$ cat src/rtl/nde_pkg.sv
`timescale 1ns / 1ps
// ----------------------------------------------------------------------------
// nde_pkg
// Shared widths, register map, transaction structs and small arithmetic
// helpers for the neighbor difference edge detector.
// ----------------------------------------------------------------------------
package nde_pkg;

   localparam int CHAN_W     = 8;
   localparam int SUM_W      = 10;
   localparam int COL_W      = 10;
   localparam int ROW_W      = 16;
   localparam int THR_W      = 10;
   localparam int FW_W       = 11;
   localparam int FH_W       = 16;
   localparam int LINE_DEPTH = 1 << COL_W;

   localparam int BANKS  = 3;
   localparam int BANK_W = 2;
   localparam int SLOTS  = 3;

   localparam int REQ_DATA_W    = 3 * CHAN_W;
   localparam int RSP_FIELDS_W  = ROW_W + COL_W + 1 + SUM_W;
   localparam int RSP_DATA_W    = ((RSP_FIELDS_W + 7) / 8) * 8;
   localparam int CSR_ADDR_W    = 4;
   localparam int CSR_DATA_W    = 32;

   localparam logic [THR_W-1:0] THRESHOLD_RESET = THR_W'(200);
   localparam logic [FW_W-1:0]  WIDTH_RESET     = FW_W'(16);
   localparam logic [FH_W-1:0]  HEIGHT_RESET    = FH_W'(16);

   typedef enum logic [1:0] {
      REG_THRESHOLD = 2'd0,
      REG_WIDTH     = 2'd1,
      REG_HEIGHT    = 2'd2
   } reg_index_type;

   // Per-pixel attributes, resolved at acceptance.
   typedef struct packed {
      logic [SUM_W-1:0] sum;
      logic [ROW_W-1:0] row;
      logic [COL_W-1:0] col;
      logic             has_up;
      logic             has_up2;
      logic             has_left;
      logic             has_left2;
      logic             has_right;
      logic             last_row;
      logic             last_col;
      logic             col_clamped;
   } pix_info_type;

   // Line buffer read taps for the pixel in the compute stage.
   typedef struct packed {
      logic [SUM_W-1:0] prev_ctr;
      logic [SUM_W-1:0] prev_right;
      logic [SUM_W-1:0] older_ctr;
      logic [SUM_W-1:0] cur_left;
      logic [SUM_W-1:0] cur_left2;
   } line_taps_type;

   typedef struct packed {
      logic [ROW_W-1:0] row;
      logic [COL_W-1:0] col;
      logic             is_edge;
      logic [SUM_W-1:0] max_diff;
      logic             frame_last;
   } result_type;

   // Up to three decided pixels from one accepted pixel, in raster order.
   typedef struct packed {
      logic [SLOTS-1:0]             valid;
      result_type [SLOTS-1:0]       slot;
   } cand_type;

   function automatic logic [SUM_W-1:0] abs_diff(input logic [SUM_W-1:0] a,
                                                 input logic [SUM_W-1:0] b);
      return (a > b) ? (a - b) : (b - a);
   endfunction

   function automatic logic [SUM_W-1:0] max_of(input logic [SUM_W-1:0] a,
                                               input logic [SUM_W-1:0] b);
      return (a > b) ? a : b;
   endfunction

endpackage

$ cat src/rtl/nde_diff_core.sv
`timescale 1ns / 1ps
// ----------------------------------------------------------------------------
// nde_diff_core
// Compute stage: holds one pixel with its neighbor sums and forms the
// neighbor differences and edge decisions for every pixel it settles.
// ----------------------------------------------------------------------------
module nde_diff_core import nde_pkg::*; (
   input  logic             clock,
   input  logic             reset,
   input  logic             accept,
   input  pix_info_type     pix,
   input  line_taps_type    taps,
   input  logic [THR_W-1:0] threshold,
   output logic             in_ready,
   output logic             cand_valid,
   output cand_type         cand,
   input  logic             take
);

   logic             valid_ff, valid_in;
   pix_info_type     info_ff;
   logic [SUM_W-1:0] p_left_ff;
   logic [SUM_W-1:0] c1_ff;
   logic [SUM_W-1:0] c2_ff;
   logic [SUM_W-1:0] p_left, c1, c2;
   logic [SUM_W-1:0] m_up, m_left, m_self;

   assign in_ready   = !valid_ff || take;
   assign cand_valid = valid_ff;

   always_comb begin
      valid_in = valid_ff;
      if (accept) begin
         valid_in = 1'b1;
      end else if (take) begin
         valid_in = 1'b0;
      end
   end

   always_ff @(posedge clock) begin
      if (reset) begin
         valid_ff <= 1'b0;
      end else begin
         valid_ff <= valid_in;
      end
   end

   // Shift the row windows: previous row left tap, and the two last sums.
   always_ff @(posedge clock) begin
      if (accept) begin
         info_ff   <= pix;
         p_left_ff <= taps.prev_ctr;
         c1_ff     <= info_ff.sum;
         c2_ff     <= c1_ff;
      end
   end

   always_comb begin
      // A clamped pixel skipped columns, so take its left sums from the banks.
      if (info_ff.col_clamped) begin
         p_left = taps.prev_right;
         c1     = taps.cur_left;
         c2     = taps.cur_left2;
      end else begin
         p_left = p_left_ff;
         c1     = c1_ff;
         c2     = c2_ff;
      end

      // Pixel above, decided now that its lower neighbor is here.
      m_up = abs_diff(taps.prev_ctr, info_ff.sum);
      if (info_ff.has_left) begin
         m_up = max_of(m_up, abs_diff(taps.prev_ctr, p_left));
      end
      if (info_ff.has_right) begin
         m_up = max_of(m_up, abs_diff(taps.prev_ctr, taps.prev_right));
      end
      if (info_ff.has_up2) begin
         m_up = max_of(m_up, abs_diff(taps.prev_ctr, taps.older_ctr));
      end

      // Left pixel on the last row.
      m_left = abs_diff(c1, info_ff.sum);
      if (info_ff.has_left2) begin
         m_left = max_of(m_left, abs_diff(c1, c2));
      end
      if (info_ff.has_up) begin
         m_left = max_of(m_left, abs_diff(c1, p_left));
      end

      // Final pixel of the frame.
      m_self = '0;
      if (info_ff.has_left) begin
         m_self = max_of(m_self, abs_diff(info_ff.sum, c1));
      end
      if (info_ff.has_up) begin
         m_self = max_of(m_self, abs_diff(info_ff.sum, taps.prev_ctr));
      end

      cand.valid[0] = info_ff.has_up;
      cand.valid[1] = info_ff.last_row && info_ff.has_left;
      cand.valid[2] = info_ff.last_row && info_ff.last_col;

      cand.slot[0].row        = info_ff.row - ROW_W'(1);
      cand.slot[0].col        = info_ff.col;
      cand.slot[0].is_edge    = (m_up > threshold);
      cand.slot[0].max_diff   = m_up;
      cand.slot[0].frame_last = 1'b0;

      cand.slot[1].row        = info_ff.row;
      cand.slot[1].col        = info_ff.col - COL_W'(1);
      cand.slot[1].is_edge    = (m_left > threshold);
      cand.slot[1].max_diff   = m_left;
      cand.slot[1].frame_last = 1'b0;

      cand.slot[2].row        = info_ff.row;
      cand.slot[2].col        = info_ff.col;
      cand.slot[2].is_edge    = (m_self > threshold);
      cand.slot[2].max_diff   = m_self;
      cand.slot[2].frame_last = 1'b1;
   end

endmodule

$ cat config.mk
export PLATFORM = sky130hd
export DESIGN_NAME = nde_diff_core
export DESIGN_NICKNAME = d
export VERILOG_FILES = /design/src/rtl/nde_pkg.sv /design/src/rtl/nde_diff_core.sv
export SDC_FILE = /design/constraint.sdc
export NUM_CORES = 1
export LEC_CHECK = 0
export BUFFER_PORTS_ARGS = -buffer_cell sky130_fd_sc_hd__buf_2
export CORE_MARGIN = 2
export CORE_UTILIZATION = 28
export DETAILED_ROUTE_END_ITERATION = 16
export REMOVE_ABC_BUFFERS = 1
export SLEW_MARGIN = 20
export SYNTH_ARGS = -nofsm -noshare
export SYNTH_HDL_FRONTEND = slang
export SYNTH_SLANG_ARGS = --single-unit
$ cat constraint.sdc
create_clock -name clock -period 14.48 [get_ports clock]
set_clock_uncertainty 0.2 [all_clocks]
set_input_delay 1.448 -clock clock [delete_from_list [all_inputs] [get_ports clock]]
set_output_delay 1.448 -clock clock [all_outputs]
set_load 0.05 [all_outputs]
# After elaboration in Yosys (flattened, before gate mapping)
# Index checks and enable logic that the tools add are counted.
# Widths: inputs -> output; s select.
# word_totals
regBits	75
wordCells	83
# op_classes
n_addsub	16
magnitude_cmp	19
muxes	28
n_reduce_logical	5
# op_table
cell	count
$mux 10	26
$gt 10x10->1	18
$sub 10x10->10	14
$sub 16x1->16 const B	1
$gt 1x10->1 const A	1
$sub 10x1->10 const B	1
$logic_and 1x1->1	2
$mux 1	2
$reduce_bool 2->1	1
$logic_not 1->1	1
$logic_or 1x1->1	1

# Depth between registers and ports, before layout
# Gate-level depths: netlist of the first run.
# logic_depth
depth_word	13
ltp_mapped	48
ltp_nobuf	44

# Worst setup path after synthesis of the first run
# OpenSTA, ideal clock, no wires.
# synth_path
kind	input -> output
start	input port taps[31] (netlist bit)
end	output port cand[11] (netlist bit)
t_arrival_ns	11.156
required_time_ns	12.832
slack_ns	1.676
cell_stages	39
cell_sequence	mux2i_1 inv_1 ha_1 nand2b_1 a211oi_1 o41ai_1 or4b_2 o2111a_1 inv_1 ha_1 a211oi_1 o21ai_0 o31ai_1 buf_2 mux2i_1 inv_1 ha_1 a21oi_1 [3 not listed] nand2_1 clkbuf_1 mux2i_1 ha_1 and3_1 o2111ai_1 nand4b_1 o21ai_0 clkbuf_1 nor2_1 a221oi_1 ha_1 nand3_1 nor3_1 inv_1 o221ai_1 nor2_1 a21oi_1
# synth_lines
element	line_no	source
start: declaration	nde_diff_core.sv:12	input line_taps_type taps,
end: declaration	nde_diff_core.sv:16	output cand_type cand,

==> results of run 1 <==
[cells in the final DEF, fill, tap and decap left out, drive strengths merged, types with 27 or more instances in the layout]
cell      n
xor2     41
xnor2    48
a21oi   105
inv     174
o21ai    47
ha      227
nand4    27
nor3     33
mux2i   121
nor2     75
edfxtp   74
nand2    59
a21o     55
buf     233
[per-stage QoR]
| stage | utilization (%) | setup WS [ns] | instance area [sq um] |
|---|---|---|---|
| 6_report | 31.7 | 1.65 | 14300 |
| 4_1_cts | 31.7 | 1.82 | 14300 |
| 3_3_place_gp | 31.1 | 1.96 | 14000 |
| 3_5_place_dp | 31.1 | 1.87 | 14000 |
| 5_1_grt | 31.7 | 0.881 | 14300 |
| 2_1_floorplan | - | 0.730 | 12100 |
[registers in the layout, summed over array words and instances (netlist names)]
register    flops
c1_ff          10
c2_ff          10
cand           27
cand_valid      1
info_ff        17
p_left_ff      10
[routing by layer]
layer  global-route usage, %  part of all wire, %  vias to the layer above
met2                    30.9                   47                      412
met1                    23.1                   45                     5421
li1                        -                    -                     5499
met5                       0                0.049                        -
met3                    2.80                  5.6                       54
met4                    5.16                  2.2                        4
[where the power goes]
part / internal [mW] / leakage (nW) / switching [mW]
Combinational: 0.669 / 6.21 / 1.32
Clock: 0.119 / 0.132 / 0.114
Sequential: 0.258 / 0.733 / 0.0201
[path summary, 6_finish.rpt]
| check | from | cells after the start | endpoint |
|---|---|---|---|
| setup reg to reg | info_ff[37] | 0 | c1_ff[3] |
| setup / recovery | taps[31] | 44 | cand[11] |
| hold / removal | c1_ff[9] | 0 | c2_ff[9] |
| hold reg to reg | c1_ff[9] | 0 | c2_ff[9] |
[kinds of logic (layout without fill, tap and decap cells)]
logic type | after synthesis | after routing | share of synthesized area [%]
mux | 140 | 140 | 11.2
simple gates | 316 | 316 | 12.9
flops | 75 | 75 | 17.6
compound gates | 335 | 335 | 17.5
xor+xnor | 89 | 89 | 6.13
fa+ha+maj | 241 | 241 | 24.6
buf+inv | 274 | 419 | 10.1
other cells | 2 | 4 | 0.0591
[cell type report]
| cell class | count | area [sq um] | area share (%) |
|---|---|---|---|
| Antenna cell | 1 | 2.50 | 0.0175 |
| Clock inverter | 7 | 56.3 | 0.393 |
| Multi-Input combinational cell | 1124 | 9200 | 64.3 |
| Tap cell | 600 | 751 | 5.25 |
| Timing Repair Buffer | 233 | 1190 | 8.34 |
| Inverter | 170 | 638 | 4.46 |
| Sequential cell | 75 | 2240 | 15.7 |
| Clock buffer | 9 | 225 | 1.57 |
==> flow_summary.json, run 1 <==
{
  "ys_types": 74,
  "grt.total_usage_pct": 17.9,
  "yosys.area.top_type": "ha_1",
  "postCtsSetupBuffers": 0,
  "n_fill_cell": 4793,
  "path_clk_slew_ns": 0.06,
  "yosys_most_used_dff": "edfxtp_1",
  "power_mw": 2.50,
  "nets": 1962,
  "async_reset_ff_share_pct": 0,
  "crit_arrival_ns": 11.18,
  "drc": 0,
  "clock_latency_ns": 0.38,
  "num_rows": 78,
  "tns_ns": 0,
  "h-tree-depth": 3,
  "dr.pass1.iters": 7,
  "critPathMostFrequentCell": "ha_1",
  "wire_per_inst_microns": 19.1,
  "worst_pin_slew_ns": 0.919,
  "cp_max_fo": 14,
  "hpwl_mm": 36.0,
  "grt_pass1_vias": 11100,
  "die_area_sq_um": 47100,
  "syn_inst": 1472,
  "p_leak_nw": 7.07,
  "crit_path_start_kind": "input pin",
  "pwr_density_cell_nw_per_um2": 175,
  "vdd_ir_drop_max_mv": 0.244,
  "whs_ns": 0.244,
  "areaGrowthSynthToFinish_pct": 12.6,
  "syn_area_sq_um": 12700,
  "path_class": "input pin to primary output",
  "layout-drive-gt1-share_pct": 18.4,
  "max_stage_delay_ns": 0.65,
  "hp-class": "register to register",
  "holdBufCountCts": 0,
  "wl_mm": 42.4,
  "status": "finished, final reports clean",
  "avgSynthCellArea_sq_um": 8.63,
  "port-buffer-count": 223,
  "drv_slew": 0,
  "grt_max_degree": 65,
  "critPathRequiredTime_ns": 12.83,
  "synth.area.top_cells": "ha_1 22%, edfxtp_1 17%, mux2i_1 9.5%",
  "setup_viol": 0,
  "fmax_ghz": 0.0780,
  "grt_pass1_wl_mm": 64.8,
  "critPathTopFamily": "simple AND/OR/NAND/NOR gates",
  "antenna_found_initial": 3,
  "dp.cells": 2202,
  "num_vias": 11400,
  "cap_viol_max_count": 0,
  "detail-route-antenna-nets": 0,
  "cts_root_buf": "clkbuf_16",
  "drtIter0Drc": 1058,
  "cts_tree": "done",
  "rrSetupSlack_ns": 13.35,
  "grt-ovfl-total": 0,
  "cts_buffers": 9,
  "layout_min_cycle_time_ns": 12.83,
  "end_kind": "primary output",
  "slew_headroom_pct": 38.8,
  "synth_top_area_share_pct": 22.4,
  "ys_ff_latch": 75,
  "ioPinCount": 227,
  "via_per_inst": 5.13,
  "instances_no_fill": 2219,
  "synth_edf_count": 74,
  "gp_congestion": 0.940,
  "path_buf_inv": 7,
  "clk_path_buf_depth": 2,
  "synth_seq_area_share_pct": 17.6,
  "post_cts_resized": 0,
  "fin_crit_sh_pct": 88.6,
  "hold_viol": 0,
  "core_area_sq_um": 45100,
  "netlist_top_cells_count": "227 x ha_1, 170 x inv_1, 121 x mux2i_1, 105 x a21oi_1, 74 x edfxtp_1",
  "grt_setup_unrepaired": "false",
  "synthMostInstantiatedCell": "ha_1",
  "cts.sinks": 75,
  "initial_core_util_pct": 28.2,
  "die_x_microns": 217,
  "synth_warnings": 0,
  "critical-path-slowest-cell": "or4b_2",
  "die_h_microns": 217
}
(Power assumes the default switching activity.)
==> inputs of run 2 (changes only) <==
--- a/config.mk
+++ b/config.mk
@@ -9,6 +9,7 @@
 export CORE_MARGIN = 2
 export CORE_UTILIZATION = 28
 export DETAILED_ROUTE_END_ITERATION = 16
+export PLACE_DENSITY = 0.45
 export REMOVE_ABC_BUFFERS = 1
 export SLEW_MARGIN = 20
 export SYNTH_ARGS = -nofsm -noshare
==> run 2 against run 1 <==
Sequential power about the same. Wire length up 1.2%. First-iteration DRC count down 45%. Via count down 2.4%. Critical endpoint unchanged.
==> flow_summary.json, run 2 (synthesis gave the netlist of run 1 again) <==
{
  "grt-ovfl-total": 0,
  "mostFrequentLayoutCell": "ha_1",
  "wire_per_inst_microns": 19.4,
  "layout_min_cycle_time_ns": 12.85,
  "drtIter0Drc": 582,
  "layout_common_cells": "227 x ha_1, 222 x buf_2, 170 x inv_1",
  "ioPinCount": 227,
  "antenna_found_initial": 7,
  "initial_core_util_pct": 28.2,
  "worst_pin_slew_ns": 0.911,
  "max_stage_delay_ns": 0.60,
  "gp_congestion": 0.901,
  "grt_setup_unrepaired": "false",
  "critPathRequiredTime_ns": 12.83,
  "cp_max_fo": 14,
  "grt_pass1_vias": 10900,
  "slew_headroom_pct": 39.2,
  "port-buffer-count": 223,
  "holdBufCountCts": 0,
  "fmax_ghz": 0.0778,
  "path_clk_slew_ns": 0.07,
  "die_area_sq_um": 47100,
  "n_fill_cell": 4828,
  "crit_path_start_kind": "input pin",
  "cts.sinks": 75,
  "areaGrowthSynthToFinish_pct": 12.6,
  "via_per_inst": 5.01,
  "clkPwrFrac_pct": 9.5,
  "die_h_microns": 217,
  "num_vias": 11100,
  "core_area_sq_um": 45100,
  "clk_path_buf_depth": 2,
  "path_buf_inv": 7,
  "cts_root_buf": "clkbuf_16",
  "path_class": "input pin to primary output",
  "postCtsSetupBuffers": 0,
  "cts_buffers": 9,
  "cts_tree": "done",
  "p_sw_mw": 1.45,
  "critical-path-slowest-cell": "mux2i_1",
  "wl_mm": 43.0,
  "vdd_ir_drop_max_mv": 0.235,
  "detail-route-antenna-nets": 0,
  "critPathMostFrequentCell": "ha_1",
  "crit_arrival_ns": 11.20,
  "p_leak_nw": 7.07,
  "nets": 1960,
  "register_area_sq_um": 2240,
  "clock_latency_ns": 0.37,
  "num_rows": 78,
  "status": "finished, final reports clean",
  "h-tree-depth": 3,
  "multi_input_comb_area_sq_um": 9210,
  "cell_internal_pwr_mw": 1.06,
  "tns_ns": 0,
  "post_cts_resized": 0,
  "drv_slew": 0,
  "dr.pass1.iters": 5,
  "p_sw_share_pct": 57.8,
  "end_kind": "primary output",
  "cap_viol_max_count": 0,
  "drc": 0,
  "die_x_microns": 217,
  "largest_reg_flops": 27,
  "grt.total_usage_pct": 18.2,
  "critPathTopFamily": "simple AND/OR/NAND/NOR gates",
  "fin_crit_sh_pct": 88.7,
  "p_seq_share_pct": 11.1,
  "setup_viol": 0,
  "hpwl_mm": 36.7,
  "power_mw": 2.50,
  "pwr_density_cell_nw_per_um2": 175,
  "hp-class": "register to register",
  "grt_max_degree": 65,
  "hold_viol": 0,
  "pwr-share-comb_pct": 79.4,
  "layout-drive-gt1-share_pct": 18.3,
  "grt_pass1_wl_mm": 65.0
}
run 2: metrics by stage:
step	setup slack (ns)	util (%)	instances	hold WS [ns]	cell area (sq um)
6_report	1.63	31.7	2218	0.238	14300
3_3_place_gp	1.78	31.1	2200	0.227	14000
2_1_floorplan	0.730	-	1369	0.226	12100
5_1_grt	0.787	31.7	2216	0.255	14300
4_1_cts	1.67	31.7	2216	0.240	14300
3_5_place_dp	1.71	31.1	2200	0.231	14000
run 2: area by class of cell:
class                   instances  share of cell area [%]
clock inverters                 7                   0.472
inverters                     170                    4.46
clock buffers                   9                    1.57
multi-input cells            1124                    64.3
diodes                          2                  0.0350
flip-flops and latches         75                    15.7
well taps                     600                    5.24
repair buffers                231                    8.23
run 2: final timing paths:
kind,endpoint,slack [ns],startpoint,depth (start not counted)
max reg2reg,c1_ff[1],13.37,info_ff[35],0
min reg2reg,c2_ff[2],0.24,c1_ff[2],0
max,cand[11],1.63,taps[31],44
min,c2_ff[2],0.24,c1_ff[2],0
run 2: power by group through the flow:
stage                     Combinational [mW]  Clock [mW]  Sequential [mW]
final                                   1.99       0.237            0.278
after floorplan                         1.42           0            0.318
after CTS                               1.99       0.251            0.279
after detailed placement                1.98           0            0.283
after global routing                    2.18       0.258            0.281
after global placement                  1.98           0            0.283
run 2: routing by layer:
layer / vias up / track usage [%] / wire (microns)
met5: - / 0 / 41
met4: 6 / 4.82 / 833
met3: 44 / 3.72 / 2670
met2: 370 / 29.7 / 19400
met1: 5212 / 24.4 / 20000
li1: 5489 / - / -
