$ cat config.mk
export PLATFORM = sky130hd
export DESIGN_NAME = nde_result_queue
export DESIGN_NICKNAME = d
export VERILOG_FILES = /design/src/rtl/nde_pkg.sv /design/src/rtl/nde_result_queue.sv
export SDC_FILE = /design/constraint.sdc
export NUM_CORES = 1
export LEC_CHECK = 0
export BUFFER_PORTS_ARGS = -buffer_cell sky130_fd_sc_hd__buf_4
export CORE_ASPECT_RATIO = 1.75
export CORE_UTILIZATION = 46
export CTS_CLUSTER_DIAMETER = 120
export DETAILED_ROUTE_END_ITERATION = 10
export GPL_TIMING_DRIVEN = 0
export PLACE_DENSITY = 0.85
export SETUP_SLACK_MARGIN = 0.5
export SYNTH_ARGS = -nofsm -noshare
export SYNTH_HDL_FRONTEND = slang
export SYNTH_SLANG_ARGS = --single-unit
$ cat constraint.sdc
create_clock -name clock -period 36.8 [get_ports clock]
set_input_delay 7.36 -clock clock [delete_from_list [all_inputs] [get_ports clock]]
set_output_delay 7.36 -clock clock [all_outputs]
set_load 0.05 [all_outputs]
$ cat src/rtl/nde_pkg.sv
`timescale 1ns / 1ps
// ----------------------------------------------------------------------------
// nde_pkg
// Shared widths, register map, transaction structs and small arithmetic
// helpers for the neighbor difference edge detector.
// ----------------------------------------------------------------------------
package nde_pkg;

   localparam int CHAN_W     = 8;
   localparam int SUM_W      = 10;
   localparam int COL_W      = 10;
   localparam int ROW_W      = 16;
   localparam int THR_W      = 10;
   localparam int FW_W       = 11;
   localparam int FH_W       = 16;
   localparam int LINE_DEPTH = 1 << COL_W;

   localparam int BANKS  = 3;
   localparam int BANK_W = 2;
   localparam int SLOTS  = 3;

   localparam int REQ_DATA_W    = 3 * CHAN_W;
   localparam int RSP_FIELDS_W  = ROW_W + COL_W + 1 + SUM_W;
   localparam int RSP_DATA_W    = ((RSP_FIELDS_W + 7) / 8) * 8;
   localparam int CSR_ADDR_W    = 4;
   localparam int CSR_DATA_W    = 32;

   localparam logic [THR_W-1:0] THRESHOLD_RESET = THR_W'(200);
   localparam logic [FW_W-1:0]  WIDTH_RESET     = FW_W'(16);
   localparam logic [FH_W-1:0]  HEIGHT_RESET    = FH_W'(16);

   typedef enum logic [1:0] {
      REG_THRESHOLD = 2'd0,
      REG_WIDTH     = 2'd1,
      REG_HEIGHT    = 2'd2
   } reg_index_type;

   // Per-pixel attributes, resolved at acceptance.
   typedef struct packed {
      logic [SUM_W-1:0] sum;
      logic [ROW_W-1:0] row;
      logic [COL_W-1:0] col;
      logic             has_up;
      logic             has_up2;
      logic             has_left;
      logic             has_left2;
      logic             has_right;
      logic             last_row;
      logic             last_col;
      logic             col_clamped;
   } pix_info_type;

   // Line buffer read taps for the pixel in the compute stage.
   typedef struct packed {
      logic [SUM_W-1:0] prev_ctr;
      logic [SUM_W-1:0] prev_right;
      logic [SUM_W-1:0] older_ctr;
      logic [SUM_W-1:0] cur_left;
      logic [SUM_W-1:0] cur_left2;
   } line_taps_type;

   typedef struct packed {
      logic [ROW_W-1:0] row;
      logic [COL_W-1:0] col;
      logic             is_edge;
      logic [SUM_W-1:0] max_diff;
      logic             frame_last;
   } result_type;

   // Up to three decided pixels from one accepted pixel, in raster order.
   typedef struct packed {
      logic [SLOTS-1:0]             valid;
      result_type [SLOTS-1:0]       slot;
   } cand_type;

   function automatic logic [SUM_W-1:0] abs_diff(input logic [SUM_W-1:0] a,
                                                 input logic [SUM_W-1:0] b);
      return (a > b) ? (a - b) : (b - a);
   endfunction

   function automatic logic [SUM_W-1:0] max_of(input logic [SUM_W-1:0] a,
                                               input logic [SUM_W-1:0] b);
      return (a > b) ? a : b;
   endfunction

endpackage

$ cat src/rtl/nde_result_queue.sv
`timescale 1ns / 1ps
// ----------------------------------------------------------------------------
// nde_result_queue
// Output register for up to three results of one pixel, sent in order.
// ----------------------------------------------------------------------------
module nde_result_queue import nde_pkg::*; (
   input  logic                  clock,
   input  logic                  reset,
   input  logic                  cand_valid,
   input  cand_type              cand,
   output logic                  take,
   output logic                  rsp_tvalid,
   input  logic                  rsp_tready,
   output logic [RSP_DATA_W-1:0] rsp_tdata,
   output logic                  rsp_tlast,
   output logic                  rsp_tuser
);

   logic [SLOTS-1:0]       mask_ff, mask_in;
   result_type [SLOTS-1:0] slots_ff;
   logic [SLOTS-1:0]       lowest;
   logic [SLOTS-1:0]       rest;
   logic                   pop;
   result_type             head;

   assign lowest     = mask_ff & (~mask_ff + SLOTS'(1));
   assign rest       = mask_ff & ~lowest;
   assign rsp_tvalid = (mask_ff != '0);
   assign pop        = rsp_tvalid && rsp_tready;
   assign take       = cand_valid && ((mask_ff == '0) || (pop && (rest == '0)));

   always_comb begin
      mask_in = mask_ff;
      if (take) begin
         mask_in = cand.valid;
      end else if (pop) begin
         mask_in = rest;
      end
   end

   always_ff @(posedge clock) begin
      if (reset) begin
         mask_ff <= '0;
      end else begin
         mask_ff <= mask_in;
      end
   end

   always_ff @(posedge clock) begin
      if (take) begin
         slots_ff <= cand.slot;
      end
   end

   always_comb begin
      head = '0;
      for (int i = 0; i < SLOTS; i++) begin
         if (lowest[i]) begin
            head = slots_ff[i];
         end
      end
   end

   assign rsp_tdata = RSP_DATA_W'({head.max_diff, head.is_edge, head.col, head.row});
   assign rsp_tlast = (rest == '0);
   assign rsp_tuser = head.frame_last;

endmodule

[Word-level counts from Yosys, hierarchy flattened]
Index checks and enable logic that the tools add are counted.
Storage, ports and cells
  bits in registers: 117
  latch bits: 0
  memory bits (writable): 0
  bits in read-only memories: 0
  input port bits: 121
  output and inout bits: 44
  word-level logic and storage cells: 34
  memories: 0
Operators by class
  add/sub/neg operators: 1
  $mul: 0
  div/mod/pow operators: 0
  $lt $le $gt $ge: 0
  equal/unequal tests: 0
  shift operators: 0
  muxes and demuxes: 5
  bitwise operators: 4
  reduce and logical (&&, ||, !) cells: 8
Operators by type and width (number)
  38-bit two-way mux: 3
  3-bit bitwise AND: 2
  3-bit zero test: 2
  3-bit two-way mux: 2
  3-bit inverter: 2
  3-bit by 1-bit adder with 3-bit output (second input constant): 1
  1-bit logical AND: 3
  3-bit nonzero test: 1
  2-bit nonzero test: 1
  1-bit logical OR: 1

[Longest topological paths before layout]
Gate-level depths: netlist of run 1.
  depth after elaboration: 10
  depth in mapped cells: 6
  mapped depth without buffers: 3

[Worst setup path before layout of run 1]
Ideal clock, no wire load.
  kind: in2out
  start: input port rsp_tready
  end: output port take
  data arrival time: 16.865 ns
  required time: 29.440 ns
  path slack: 12.575 ns
  stages on the path: 3
  path buffers: 0
  cell sequence: nand2b_1 a22oi_1 a21boi_0
On the way
  cells in the longest elaborated chain, start to end: 4
Ends and longest elaborated chain
  from (decl): RTL line nde_result_queue.sv:13  | input logic rsp_tready,
  1-bit logical AND: RTL line nde_result_queue.sv:29  | assign pop = rsp_tvalid && rsp_tready;
  1-bit logical AND: RTL line nde_result_queue.sv:30  | assign take = cand_valid && ((mask_ff == '0) || (pop && (rest == '0)));
  1-bit logical OR: RTL line nde_result_queue.sv:30
  1-bit logical AND: RTL line nde_result_queue.sv:30
  to (decl): RTL line nde_result_queue.sv:11  | output logic take,
No other way between the ends.

[Worst setup path after layout of run 1]
Same ends and word-level chain as after synthesis.

==> results_dict.tcl, run 1 <==
set metrics [dict create \
    status "finished clean" \
    clk_path_buf_depth 2 \
    wl_um 10500 \
    slowest_stage "a21boi_4" \
    port_buffers 161 \
    synthTopCellsByArea "edfxtp_1, a22oi_1, nand2_1, o21ai_0, o21ai_1" \
    power_frac_comb 0.200 \
    gp_congestion 0.781 \
    pre_cts_ws_ns 20.26 \
    synth-edff-count 114 \
    layout_setup_ws_ns 20.25 \
    vias_per_cell 5.15 \
    synth_warnings 0 \
    max_freq_mhz 60.4 \
    ios 165 \
    powerDensity_nw_per_um2 62.4 \
    cap_violations 0 \
    vias 3067 \
    place_hpwl_um 7380 \
    fp.dieArea_um2 10000 \
    grt.overflow.total 0 \
    leakagePower_nw 2.53 \
    ant_nets 0 \
    synth_top_area_share 0.774 \
    crit_top_cell "buf_4" \
    period_minus_slack_ns 16.55 \
    holdCritPathClass "reg -> reg" \
    path_max_fanout 31 \
    required_ns 29.44 \
    cts_made_buffers 17 \
    p_seq_frac 0.409 \
    fin_nets 584 \
    min_period_over_period 0.450 \
    drcViolationCount 0 \
    cp_data_arrival_time_ns 9.19 \
    synth_compound_area_frac 0.122 \
    worstPathCellList "buf_4 -> nor3b_4 -> inv_1 -> a21boi_4 -> buf_12 -> buf_4" \
    avgRoutedWirePerCell_um 17.7 \
    synthAdderAreaFrac 0 \
    worstSkewPairLatency_ns 0.41 \
    synth_area_leader_cell "edfxtp_1" \
    grt_max_degree 33 \
    tightest_slew_ns 0.987 \
    crit_type "in -> out" \
    first_pass_iters 4 \
    yosysMostFrequentCell "edfxtp_1" \
    rsz0062_at_grt "no" \
    end_kind "output pin" \
    ir_drop_mv 0.0465 \
    syn2layout_area_growth_pct 45.4 \
    rows 47 \
    drtIter0Drc 148 \
    synth-simple-area-share 0.0548 \
    yosys.area_share.xor_xnor 0 \
    synth-seq-cells 117 \
    swShare 0.271 \
    relSlewSlack 0.340 \
    p_clk_frac 0.391 \
    die_x_um 76.1 \
    synth_flop_cell "edfxtp_1" \
    syn_area_per_cell_um2 15.9 \
    hold_viol 0 \
    grt_pass1_vias 3327 \
    cpPeakStageDelay_ns 0.79 \
    antenna_found_initial 0 \
    ys_types 29 \
    synthMuxAreaShare 0.00226 \
    die_y_um 132 \
    synth_commonest_cells "edfxtp_1, a22oi_1, nand2_1" \
    grt_first_pass_wirelength_um 16100 \
    power.switching_uw 109 \
    diodes 0 \
    cts_num_sinks 117 \
    cts_resized 0 \
    cts_tree "built" \
    async_flop_share 0 \
    synthCells 278 \
    cts.reportedPaths.clkPinSlew_ns 0.05 \
    post-cts-setup-buffers 0 \
    fin_tns_setup_ns 0 \
    ys_seq_area_frac 0.787 \
    drive_above_1_share 0.437 \
    fillCellCount 657 \
    cts_max_level 4 \
    floorplan.initialDensity 0.470 \
    startpoint_type "input port" \
    postCtsHoldBufs 0 \
    final-setup-viol-count 0 \
    synth_top_family_by_area "compound AO/OA/AOI/OAI gates" \
    cts_root_buf "clkbuf_16" \
    p_int_uw 293 \
    drv_slew 0 \
    core_area_um2 9410 \
    skew_ns 0.00655 \
    grt_usage 0.220 \
    synth_area_um2 4430 \
]
## power by group through the flow
stage / Combinational (mW) / Clock (mW) / Sequential [mW]
final: 0.0802 / 0.157 / 0.164
after global routing: 0.0843 / 0.165 / 0.165
after CTS: 0.0807 / 0.159 / 0.164
after detailed placement: 0.0804 / 0 / 0.167
after global placement: 0.0769 / 0 / 0.172
after floorplan: 0.0490 / 0 / 0.171
## layout make-up
type,count,area [µm²],share of cell area
clock inverters,12,139,0.0216
clock buffers,18,429,0.0667
well taps,122,153,0.0237
repair buffers,164,1270,0.197
flip-flops and latches,117,3480,0.541
multi-input cells,140,813,0.126
inverters,2,7.51,0.00117
plain buffers,21,140,0.0218
## kinds of logic (layout without fill, tap and decap cells)
kind of cell / Yosys count / after routing
flip-flops: 117 / 117
AO/OA/AOI/OAI: 85 / 85
AND/OR/NAND/NOR: 51 / 51
buffers and inverters: 23 / 217
other: 1 / 3
multiplexers: 1 / 1
## cells in the final DEF (no fill, tap or decap), types with 4 or more instances in the layout
cell and instances:
nand2_1 38, buf_4 166, o21ai_1 20, a22oi_1 39
buf_2 4, o21ai_0 20, clkbuf_16 17, edfxtp_1 114
buf_6 5, clkbuf_1 8
## registers in the layout, indices dropped and copies added (netlist names)
signal,flops
mask_ff,3
slots_ff,114
## worst max-delay path, delay by kind of cell
kind                   cells  cell delay [ns]
buffers and inverters      4             0.75
AO/OA/AOI/OAI              1             0.79
AND/OR/NAND/NOR            1             0.26
## layer usage
layer / part of all wire / track usage / wire [µm]
met4: 0.058 / 0.169 / 610
met1: 0.34 / 0.214 / 3570
met3: 0.049 / 0.0664 / 520
met5: 0 / 0 / 0
met2: 0.55 / 0.383 / 5830
## stage by stage
stage | instance area, µm² | util | cells | hold WS [ns] | power, mW
2_1_floorplan | 4430 | - | 280 | 0.664 | 0.220
3_3_place_gp | 5790 | 0.616 | 563 | 0.711 | 0.249
3_5_place_dp | 5870 | 0.623 | 566 | 0.764 | 0.247
4_1_cts | 6430 | 0.684 | 596 | 0.775 | 0.404
5_1_grt | 6430 | 0.684 | 596 | 0.823 | 0.415
6_report | 6430 | 0.684 | 596 | 0.770 | 0.402
## final timing paths
kind | from | to | slack (ns) | depth (start not counted)
worst max-delay path | rsp_tready | take | 20.25 | 6
worst min register to register | mask_ff[2] | mask_ff[2] | 0.77 | 3
worst min-delay path | mask_ff[2] | mask_ff[2] | 0.77 | 3
worst max register to register | mask_ff[0] | slots_ff[56] | 34.31 | 6
Power figures use the tool's default switching activity.
==> run 2: changes to the inputs <==
ABC_AREA = 1   (was not set)
clock period = 15.8 ns   (was 36.8 ns; I/O delays follow)
==> run 2 against run 1 <==
Effect of this change:
- clock-buffer cell count increased by 3
- die area increased by 0.50%
- clock skew fell by 0.0013 ns
- area after synthesis grew 0.51%
- via count grew 5.0%
- clock power up 150%
- critical path depth unchanged
- critical endpoint unchanged
==> results_dict.tcl, run 2 <==
set metrics [dict create \
    die_x_um 76.3 \
    end_kind "output pin" \
    cts_num_sinks 117 \
    drcViolationCount 0 \
    crit_top_cell "buf_4" \
    final_common_cell "buf_4" \
    cts_root_buf "clkbuf_16" \
    vias_per_cell 5.04 \
    regMostFlops "slots_ff" \
    synthCells 321 \
    worstPathCellList "buf_4 -> nand2_1 -> inv_1 -> nand3_1 -> nand2_4 -> buf_4" \
    synth_flop_cell "edfxtp_1" \
    startpoint_type "input port" \
    synth_commonest_cells "edfxtp_1, nand2_1, nand3_1" \
    post-cts-setup-buffers 0 \
    status "finished clean" \
    grt_pass1_vias 3473 \
    largest_reg_flops 114 \
    yosysMostFrequentCell "edfxtp_1" \
    min_period_over_period 0.474 \
    cap_violations 0 \
    cts_made_buffers 17 \
    vias 3220 \
    fin_tns_setup_ns 0 \
    drtIter0Drc 154 \
    crit_family "simple AND/OR/NAND/NOR gates" \
    clk_path_buf_depth 2 \
    crit_type "in -> out" \
    holdCritPathClass "reg -> reg" \
    cpPeakStageDelay_ns 0.51 \
    postCtsHoldBufs 0 \
    synth_area_um2 4450 \
    mostFrequentLayoutCells "buf_4, edfxtp_1, nand2_1" \
    first_pass_iters 5 \
    grt.overflow.total 0 \
    wl_um 10400 \
    cts_max_level 4 \
    avgRoutedWirePerCell_um 16.3 \
    path_max_fanout 50 \
    post-route-util 0.686 \
    gp_congestion 0.808 \
    hold_viol 0 \
    required_ns 12.64 \
    ios 165 \
    leakagePower_nw 2.71 \
    syn2layout_area_growth_pct 45.0 \
    synth_area_leader_cell "edfxtp_1" \
    ys_seq_area_frac 0.783 \
    port_buffers 161 \
    async_flop_share 0 \
    total_power_mw 1.22 \
    grt_max_degree 70 \
    top_regs "slots_ff (114), mask_ff (3)" \
    worstSkewPairLatency_ns 0.40 \
    cp_data_arrival_time_ns 4.33 \
    fp.dieArea_um2 10100 \
    syn_area_per_cell_um2 13.9 \
    final-setup-viol-count 0 \
    powerDensity_nw_per_um2 190 \
    drive_above_1_share 0.400 \
    relSlewSlack 0.556 \
    drv_slew 0 \
    ir_drop_mv 0.147 \
    place_hpwl_um 7250 \
    die_y_um 132 \
    synth_warnings 0 \
    grt_usage 0.218 \
    rows 47 \
    synth-seq-cells 117 \
    crit_buf_inv 3 \
    diodes 0 \
    synth-edff-count 114 \
    fin_nets 625 \
    rsz0062_at_grt "no" \
    ant_nets 0 \
    cts_resized 0 \
    slowest_stage "nand2_4" \
    grt_first_pass_wirelength_um 16200 \
    synthTopCellsByArea "edfxtp_1, nand3_1, nand2_1, dfxtp_1, buf_4" \
    antenna_found_initial 0 \
    synth_top_area_share 0.770 \
    period_minus_slack_ns 7.49 \
    core_area_um2 9410 \
    ys_types 18 \
    tightest_slew_ns 0.667 \
    skew_ns 0.00522 \
    max_freq_mhz 134 \
    cts_tree "built" \
    fillCellCount 653 \
    floorplan.initialDensity 0.473 \
    cts.reportedPaths.clkPinSlew_ns 0.05 \
]
-- run 2: routing by layer --
layer | vias to the layer above | GRT usage | share of wire
li1 | 1517 | - | -
met1 | 1508 | 0.192 | 0.33
met2 | 163 | 0.412 | 0.57
met3 | 32 | 0.0720 | 0.063
met4 | 0 | 0.134 | 0.037
met5 | - | 0 | 0
-- run 2: logic make-up after synthesis --
kind of cell | after synthesis | synth area share
buf+inv | 27 | 0.0368
other cells | 1 | 0.000843
compound gates | 6 | 0.00675
simple gates | 170 | 0.172
flops | 117 | 0.783
-- run 2: layout make-up --
cell class | count | area [µm²] | area share
Inverter | 6 | 22.5 | 0.00349
Sequential cell | 117 | 3480 | 0.540
Multi-Input combinational cell | 179 | 816 | 0.126
Timing Repair Buffer | 162 | 1240 | 0.192
Tap cell | 122 | 153 | 0.0237
Clock inverter | 11 | 158 | 0.0244
Buffer | 21 | 141 | 0.0219
Clock buffer | 21 | 440 | 0.0683
-- run 2: report_power, final --
part           total, mW  switching [mW]  internal, mW
logic              0.399           0.283         0.116
clock network      0.386           0.125         0.261
registers          0.438          0.0168         0.422
total               1.22           0.425         0.799
-- run 2: worst paths after layout --
check	from	end	slack, ns	cells after the start
max reg2reg	mask_ff[1]	slots_ff[70]	13.76	5
min reg2reg	mask_ff[2]	mask_ff[2]	0.70	4
min	mask_ff[2]	mask_ff[2]	0.70	4
max	cand_valid	take	8.31	6
-- run 2: tightest hold or removal path: cells and delay by family, from the launching register on --
kind                   cells  cell delay [ns]
flip-flops                 1             0.32
buffers and inverters      1             0.08
AO/OA/AOI/OAI              3             0.25
-- run 2: per-stage QoR --
step / worst slack (ns) / cells / hold WS, ns / instance area, µm²
finish: 8.31 / 639 / 0.696 / 6450
global route: 8.21 / 639 / 0.783 / 6450
CTS: 8.31 / 639 / 0.685 / 6450
detailed placement: 8.31 / 607 / 0.670 / 5850
global placement: 5.44 / 606 / 0.651 / 5820
floorplan: 6.52 / 323 / 0.614 / 4460
==> run 3: changes to the inputs <==
CORE_UTILIZATION = 44   (was 46)
clock period = 6.4 ns   (was 15.8 ns; I/O delays follow)
==> run 3 against run 2 <==
Effect of this change:
- global-route usage decreased by 1.5 points
- sequential share of layout area is 0.50 points lower
- wire length down 1.3%
- sequential cell count is the same
- clock skew is 0.0037 ns higher
- core utilization down 2.5 points
- first-iteration DRC count fell by 9.7%
- non-clock buffer count stayed put
- total power grew to 2.5 times the previous value
- critical path depth stayed put
- cell count rose by 0.47%
- highest routed layer unchanged
==> results_dict.tcl, run 3 (synthesis results as in run 2) <==
set metrics [dict create \
    rrSetupSlack_ns 4.28 \
    clk_path_buf_depth 2 \
    required_ns 5.12 \
    mostFrequentLayoutCells "buf_4, edfxtp_1, nand2_1" \
    startpoint_type "input port" \
    fillCellCount 710 \
    cpPeakStageDelay_ns 0.57 \
    min_period_over_period 0.590 \
    fp.dieArea_um2 10500 \
    rr_startpoint "mask_ff[1]" \
    reg2regPathDepth 5 \
    reg2reg_to "slots_ff[105]" \
    cp.depth 6 \
    cts_root_buf "clkbuf_16" \
    port_buffers 161 \
    cts_resized 0 \
    die_y_um 135 \
    vias 3180 \
    grt_pass1_vias 3167 \
    period_minus_slack_ns 3.77 \
    place_hpwl_um 7260 \
    core_area_um2 9850 \
    path_max_fanout 55 \
    rsz0062_at_grt "no" \
    cts_max_level 4 \
    cts_made_buffers 17 \
    antenna_found_initial 0 \
    leakagePower_nw 2.73 \
    total_power_mw 3.09 \
    top_regs "slots_ff (114), mask_ff (3)" \
    cts_num_sinks 117 \
    skew_ns 0.00891 \
    relSlewSlack 0.519 \
    final_common_cell "buf_4" \
    grt_usage 0.203 \
    worstSkewPairLatency_ns 0.41 \
    vias_per_cell 4.95 \
    grt_first_pass_wirelength_um 15300 \
    first_pass_iters 5 \
    regMostFlops "slots_ff" \
    crit_top_cell "buf_4" \
    final-setup-viol-count 0 \
    cts.reportedPaths.clkPinSlew_ns 0.05 \
    fin_nets 625 \
    powerDensity_nw_per_um2 475 \
    status "finished clean" \
    slowest_stage "nand2_4" \
    cts_tree "built" \
    holdCritPathClass "reg -> reg" \
    ios 165 \
    cp_data_arrival_time_ns 2.49 \
    ant_nets 0 \
    cap_violations 0 \
    die_x_um 78.0 \
    avgRoutedWirePerCell_um 16.0 \
    crit_type "in -> out" \
    grt.overflow.total 0 \
    instances_no_fill 642 \
    hold_viol 0 \
    diodes 0 \
    min_from "mask_ff[2]" \
    holdWs_ns 0.718 \
    crit_buf_inv 3 \
    postCtsHoldBufs 0 \
    min_delay_worst_endpoint "mask_ff[2]" \
    floorplan.initialDensity 0.452 \
    drtIter0Drc 139 \
    gp_congestion 0.758 \
    worstPathCellList "buf_4 -> nand2_1 -> inv_1 -> nand3_1 -> nand2_4 -> buf_4" \
    whs_path_depth 4 \
    ir_drop_mv 0.366 \
    syn2layout_area_growth_pct 46.4 \
    largest_reg_flops 114 \
    drv_slew 0 \
    drive_above_1_share 0.412 \
    rows 48 \
    end_kind "output pin" \
    grt_max_degree 65 \
    wl_um 10300 \
    drcViolationCount 0 \
    crit_family "simple AND/OR/NAND/NOR gates" \
    max_freq_mhz 265 \
    tightest_slew_ns 0.721 \
    post-cts-setup-buffers 0 \
    place_inst 610 \
]
run 3: cell types whose count changed in the layout (fill, tap and decap cells not counted), sizes merged:
cell	delta
clkbuf	-3
clkinv	-3
inv	+3
clkinvlp	+2
bufinv	+1
run 3: per-stage QoR:
stage | setup TNS, ns | util | setup WS [ns] | area [µm²]
global placement | -0.188 | 0.591 | -0.188 | 5820
global route | 0 | 0.661 | 2.52 | 6510
CTS | 0 | 0.661 | 2.62 | 6510
detailed placement | 0 | 0.595 | 2.63 | 5860
finish | 0 | 0.661 | 2.63 | 6510
floorplan | 0 | - | 0.878 | 4460
run 3: worst max path at each step:
stage	slack, ns	startpoint	to
floorplan	0.88	cand_valid	take
global placement	-0.19	cand_valid	take
detailed placement	2.63	cand_valid	take
CTS	2.62	cand_valid	take
global route	2.52	cand_valid	take
finish	2.63	cand_valid	take
run 3: layout make-up:
cell class              count  area [µm²]  area share
plain buffers              21         141      0.0217
multi-input cells         179         816       0.125
well taps                 125         156      0.0240
inverters                   6        22.5     0.00346
clock buffers              18         429      0.0659
clock inverters            14         225      0.0346
repair buffers            162        1240       0.190
flip-flops and latches    117        3480       0.535
run 3: layer usage:
metal	up-vias	routed length (µm)	track usage
met1	1501	3440	0.191
met5	-	0	0
li1	1520	-	-
met2	132	5940	0.370
met4	0	410	0.138
met3	27	487	0.0628
run 3: worst min-delay path: cells and delay by family (launching register included):
kind / cells / cell delay (ns)
buffers and inverters: 1 / 0.16
and+or+nand+nor: 2 / 0.16
DFF: 1 / 0.31
AOI/OAI and AO/OA: 1 / 0.04
run 3: where the power goes:
group | internal, mW | leakage, nW | total, mW | switching [mW]
Combinational | 0.286 | 1.29 | 0.987 | 0.701
Sequential | 1.04 | 1.13 | 1.08 | 0.0394
Clock | 0.695 | 0.308 | 1.03 | 0.332
Total | 2.02 | 2.73 | 3.09 | 1.07
